## config.mk

```make
export PLATFORM = sky130hd
export DESIGN_NAME = csit_div
export DESIGN_NICKNAME = d
export VERILOG_FILES = /design/src/design/csit_pkg.sv /design/src/design/csit_div.sv
export SDC_FILE = /design/constraint.sdc
export NUM_CORES = 2
export LEC_CHECK = 0
export BUFFER_PORTS_ARGS = -buffer_cell sky130_fd_sc_hd__buf_2
export CAP_MARGIN = 25
export CORE_MARGIN = 4
export CORE_UTILIZATION = 35
export CTS_CLUSTER_SIZE = 30
export DETAILED_ROUTE_END_ITERATION = 6
export PLACE_DENSITY_LB_ADDON = 0.3
export SYNTH_ARGS = -nofsm -noshare
export SYNTH_HDL_FRONTEND = slang
export SYNTH_SLANG_ARGS = --single-unit
```

## constraint.sdc

```tcl
create_clock -name clk -period 8.4 [get_ports clk]
set_input_delay 2.52 -clock clk [delete_from_list [all_inputs] [get_ports clk]]
set_output_delay 2.52 -clock clk [all_outputs]
set_load 0.01 [all_outputs]
```

## src/design/csit_pkg.sv

```systemverilog
`default_nettype none
package csit_pkg;

  localparam int CFG_IDX_W  = 3;
  localparam int CFG_DATA_W = 32;
  localparam int ONE_Q14    = 16384;
  localparam int Q14_BITS   = 14;
  localparam int SQ_IN_W    = 62;
  localparam int SIN_IN_W   = 30;
  localparam int DIV_NUM_W  = 48;
  localparam int SQ62_LAT   = SQ_IN_W / 2;
  localparam int SQ30_LAT   = SIN_IN_W / 2;
  localparam int DIV_LAT    = Q14_BITS + 1;
  localparam int PIPE_LAT   = 6 + SQ62_LAT + DIV_LAT + 1 + SQ30_LAT + 2;

  typedef enum logic [CFG_IDX_W-1:0] {
    REG_APEX_X         = 3'd0,
    REG_APEX_Y         = 3'd1,
    REG_APEX_Z         = 3'd2,
    REG_DIR_X          = 3'd3,
    REG_DIR_Y          = 3'd4,
    REG_DIR_Z          = 3'd5,
    REG_HALF_ANGLE_COS = 3'd6
  } csit_reg_t;

  typedef struct packed {
    logic signed [31:0] center_x;
    logic signed [31:0] center_y;
    logic signed [31:0] center_z;
    logic [30:0]        radius;
  } csit_in_t;

  typedef struct packed {
    logic hit;
    logic apex_at_center;
  } csit_out_t;

  typedef struct packed {
    logic [DIV_NUM_W-1:0] absdot;
    logic                 dotneg;
    logic                 zero;
    logic                 dirzero;
  } csit_side_a_t;

  typedef struct packed {
    logic dotneg;
    logic zero;
    logic dirzero;
  } csit_side_b_t;

  typedef struct packed {
    logic signed [15:0] cg;
    logic signed [15:0] ca;
    logic [14:0]        cb;
    logic               zero;
    logic               dirzero;
  } csit_side_c_t;

endpackage
`default_nettype wire

```

## src/design/csit_div.sv

```systemverilog
`default_nettype none
module csit_div #(
  parameter int NUM_W = csit_pkg::DIV_NUM_W,
  parameter int DEN_W = csit_pkg::SQ_IN_W / 2,
  parameter int QB    = csit_pkg::Q14_BITS
) (
  input  logic             clk,
  input  logic [NUM_W-1:0] num,
  input  logic [DEN_W-1:0] den,
  output logic [QB:0]      quo
);

  localparam int S  = QB + 1;
  localparam int CW = NUM_W + 1;
  localparam logic [QB:0] QONE = {1'b1, {QB{1'b0}}};

  logic [NUM_W-1:0] rem [S];
  logic [DEN_W-1:0] dv [S];
  logic [QB-1:0]    qv [S];
  logic [S-1:0]     sat;
  logic [S-1:0]     zero;
  logic [NUM_W-1:0] rem_next [S];
  logic [DEN_W-1:0] dv_next [S];
  logic [QB-1:0]    qv_next [S];
  logic [S-1:0]     sat_next;
  logic [S-1:0]     zero_next;

  always_comb begin
    logic [CW-1:0] dext;
    logic [CW-1:0] shd;
    for (int k = 0; k < S; k++) begin
      dext = '0;
      shd  = '0;
      if (k == 0) begin
        dext         = CW'(den);
        rem_next[k]  = num;
        dv_next[k]   = den;
        qv_next[k]   = '0;
        zero_next[k] = (den == '0);
        sat_next[k]  = (den != '0) && ({1'b0, num} >= (dext << QB));
      end else begin
        dext         = CW'(dv[k-1]);
        shd          = dext << (QB - k);
        rem_next[k]  = rem[k-1];
        dv_next[k]   = dv[k-1];
        qv_next[k]   = qv[k-1];
        zero_next[k] = zero[k-1];
        sat_next[k]  = sat[k-1];
        if ({1'b0, rem[k-1]} >= shd) begin
          rem_next[k]       = rem[k-1] - shd[NUM_W-1:0];
          qv_next[k][QB-k]  = 1'b1;
        end
      end
    end
  end

  always_ff @(posedge clk) begin
    rem  <= rem_next;
    dv   <= dv_next;
    qv   <= qv_next;
    sat  <= sat_next;
    zero <= zero_next;
  end

  assign quo = zero[S-1] ? '0 : (sat[S-1] ? QONE : {1'b0, qv[S-1]});

endmodule
`default_nettype wire

```

==> results.py <==
metrics = {
    "status": {
        "status": "finished, final reports clean",
    },
    "logic_synthesis": {
        "post_synth_num_cell_types": 98,
        "synth_edf_count": 0,
        "synth_async_sr_flop_share_pct": 0,
        "synth.cell_area_mm2": 0.0565,
        "synth.top_cell.area_share_pct": 44.0,
        "postSynth.topFlopCell": "dfxtp_1",
        "synth_largest_area_cell": "dfxtp_1",
        "post_synth_inst_count": 6248,
        "synth_top_cells_by_area": "dfxtp_1 (44%), ha_1 (10%), a21oi_1 (4.3%), o21ai_0 (3.9%), inv_1 (3.8%)",
        "synth.yosys.seq_area_share_pct": 44.0,
        "synth_warnings": 0,
        "synth_seq_cells": 1241,
        "synthesis.area_per_instance_um2": 9.05,
        "mappedNetlistNets": 6806,
    },
    "sta": {
        "setup_viol": 0,
        "share_of_the_cycle_needed_by_the_critical_path_after_routing_pct": 55.0,
        "rsz0062_at_grt": "false",
        "drv_slew": 0,
        "achievable-frequency_ghz": 0.217,
        "fin_skew_ns": 0.0294,
        "hold_violations": 0,
        "normalized_max_slew_margin_pct": 35.8,
        "period_minus_slack_ns": 4.62,
        "setup_tns_final_ns": 0,
        "worst_margin_pin_slew_ns": 0.955,
    },
    "drt": {
        "drt-total-wl_um": 133000,
        "drtIter0Drc": 2377,
        "wirelength_per_cell_um": 15.5,
        "route.vias.total": 42000,
        "vias_per_cell": 4.89,
        "drt-pass1-iter-count": 6,
        "drt_drc_violations_left": 0,
        "antenna_left": 0,
    },
    "clock_tree": {
        "clkSinkCount": 1241,
        "clkSlewWorstSetupHoldPaths_ns": 0.06,
        "post_cts_hold_buffer_count": 0,
        "setup_buffers_after_cts": 0,
        "cts_made_buffers": 136,
        "cts.htree.levels": 4,
        "cts_max_path_bufs": 3,
        "tritoncts": "done",
        "post_cts_resize_count": 0,
        "clk_root_buffer_cell": "clkbuf_16",
        "clock_insertion_delay_worst_skew_ns": 0.75,
    },
    "grt": {
        "groute.usage.overall_pct": 15.5,
        "wire_length_of_the_first_global_routing_pass_um": 215000,
        "grt_pass1_vias": 42800,
        "grt_start_max_net_pins": 66,
        "number_of_antenna_violations_at_the_first_check_in_global_routing": 1,
        "grt_overflow": 0,
    },
    "worst_setup_path": {
        "critical_path_buf_inv_count": 3,
        "crit_required_ns": 9.02,
        "cpLargestDelayFamily": "compound AO/OA/AOI/OAI gates",
        "crit_path_max_incr_delay_ns": 0.65,
        "cp-start-kind": "register",
        "reg2reg_depth": 15,
        "top_cell_by_count_worst_path": "nor2_1",
        "rrSetupSlack_ns": 3.78,
        "critPathArrivalTime_ns": 5.24,
        "crit_path_class": "register to register",
        "worst-path-max-fanout": 32,
        "crit_path_cell_trace": "inv_1 > ha_1 > fa_1 > nand2b_1 > a211oi_2 > o41ai_1 > and4b_1 > a211oi_1 > nor2_1 > a221oi_1 > nor2_1 > o21a_4 > inv_2 > buf_4 > mux2_2",
        "critPathCaptureType": "register",
        "worstReg2RegStart": "rem[636]",
        "timing.critical_path.slowest_stage_cell": "a211oi_1",
        "worst_r2r_endpoint": "rem[591]",
    },
    "worst_hold_path": {
        "timing.hold.worst_endpoint": "qv[109]",
        "worst_hold_path.num_cells": 0,
        "min-delay-start": "qv[123]",
        "hold_wc_path_type": "register to register",
    },
    "die": {
        "placementRows": 147,
        "floorplan.initialDensity_pct": 35.2,
        "dieHeight_um": 410,
        "top_level_port_count": 95,
        "die_area_mm2": 0.168,
        "floorplan.core_area_mm2": 0.161,
        "floorplan.die.width_um": 410,
    },
    "pwr": {
        "power.share.combinational_pct": 41.7,
        "power.density_mw_per_mm2": 391,
        "p_switching_w": 0.00926,
        "power_leakage_nw": 28.4,
        "power.sequential.fraction_pct": 33.9,
        "peakVddDrop_v": 0.000249,
        "clkPwrFrac_pct": 24.4,
        "power.switching_fraction_pct": 37.1,
        "internal-power_w": 0.0157,
    },
    "place": {
        "numPortBuffers": 94,
        "dp_hpwl_um": 105000,
        "place_congestion": 0.899,
        "place.detailed.instances": 8350,
    },
    "cells_and_area": {
        "leading_cell_type_in_the_layout_fill_and_taps_excluded": "dfxtp_1",
        "drive_gt1_share_pct": 7.01,
        "layout.nets": 6886,
        "commonest_non_fill_non_tap_cells_in_the_layout": "dfxtp_1 (1241), inv_1 (573), nand2_1 (523)",
        "finalNonFillerCells": 8593,
        "num-fill-cells": 15900,
        "syn_to_final_growth_pct": 13.1,
    },
    "flow_run": {
        "max_cap_violations": 0,
    },
}
stage by stage:
stage / cell area [um^2] / hold slack (ns) / util (%) / power [W] / worst slack, ns
finish: 63900 / 0.319 / 39.8 / 0.0250 / 3.78
global route: 63900 / 0.327 / 39.8 / 0.0268 / 3.57
CTS: 63900 / 0.322 / 39.8 / 0.0252 / 3.81
detailed placement: 59200 / 0.312 / 36.9 / 0.0189 / 3.05
global placement: 59200 / 0.312 / 36.9 / 0.0188 / 3.03
floorplan: 56500 / 0.310 / - / 0.0164 / 4.00
kinds of logic (layout without fill, tap and decap cells):
kind of cell | after synthesis | count (layout) | synth area share [%]
compound gates | 1604 | 1604 | 17.6
xor+xnor | 478 | 478 | 7.41
fa+ha+maj | 478 | 478 | 10.8
buf+inv | 748 | 930 | 5.05
flops | 1241 | 1241 | 44.0
mux | 66 | 66 | 1.31
other cells | 0 | 3 | 0
simple gates | 1633 | 1633 | 13.9
per-layer routing:
layer,routed length (um),GRT usage (%),vias up
met5,0,0,-
met2,64600,27.8,826
met4,7610,8.95,0
li1,-,-,21800
met3,4100,2.25,358
met1,56600,17.5,19100
layout make-up:
| cell class | count | area [um^2] | area share (%) |
|---|---|---|---|
| multi-input cells | 4259 | 28900 | 45.2 |
| well taps | 2160 | 2700 | 4.23 |
| repair buffers | 115 | 626 | 0.979 |
| clock inverters | 51 | 718 | 1.12 |
| clock buffers | 189 | 3950 | 6.18 |
| flip-flops and latches | 1241 | 24800 | 38.9 |
| inverters | 575 | 2160 | 3.38 |
| diodes | 3 | 7.51 | 0.0117 |
cell usage after synthesis, types with 15 or more instances:
library cell and count:
xnor2_1 241, o2111ai_1 16, o21a_1 51, nor4_1 73, clkbuf_1 135, o211ai_1 22
nand2_1 523, o21bai_1 57, ha_1 465, a221oi_1 17, buf_2 28, a21o_1 236
a31oi_1 42, and3_1 41, a211oi_1 40, a21boi_0 20, a21oi_1 491, nand4_1 100
or2_2 15, mux2_2 56, o31ai_1 24, or3_1 41, and2_1 36, inv_1 573
nor3_1 110, dfxtp_1 1241, nand2b_1 66, or4_1 17, nor2b_1 67, o21ai_0 441
nor2_1 392, nand3_1 84, xor2_1 237, o21ai_1 15
power by group through the flow:
| stage | clock network [W] | logic (W) | registers (W) |
|---|---|---|---|
| 2_1_floorplan | 0 | 0.00817 | 0.00821 |
| 3_3_place_gp | 0 | 0.0102 | 0.00858 |
| 3_5_place_dp | 0 | 0.0103 | 0.00857 |
| 4_1_cts | 0.00632 | 0.0104 | 0.00845 |
| 5_1_grt | 0.00655 | 0.0117 | 0.00864 |
| 6_report | 0.00611 | 0.0104 | 0.00847 |
how the worst max path moves through the flow:
| stage | slack, ns | startpoint | cells after the start | end |
|---|---|---|---|---|
| 2_1_floorplan | 4.00 | num[14] | 12 | sat[0] |
| 3_3_place_gp | 3.03 | num[14] | 13 | sat[0] |
| 3_5_place_dp | 3.05 | num[14] | 13 | sat[0] |
| 4_1_cts | 3.81 | rem[636] | 15 | rem[591] |
| 5_1_grt | 3.57 | rem[636] | 15 | rem[591] |
| 6_report | 3.78 | rem[636] | 15 | rem[591] |
sequential cells by signal, indices dropped and copies added (netlist names):
name,count
rem,672
dv,434
qv,105
sat,15
zero,15
worst register-to-register path, stage by stage (launching register included):
cell      delay, ns
dfxtp_1        0.34
inv_1          0.05
ha_1           0.22
fa_1           0.40
nand2b_1       0.19
a211oi_2       0.29
o41ai_1        0.14
and4b_1        0.23
a211oi_1       0.65
nor2_1         0.25
a221oi_1       0.33
nor2_1         0.10
o21a_4         0.25
inv_2          0.28
buf_4          0.40
mux2_2         0.40
Power figures use the tool's default switching activity.
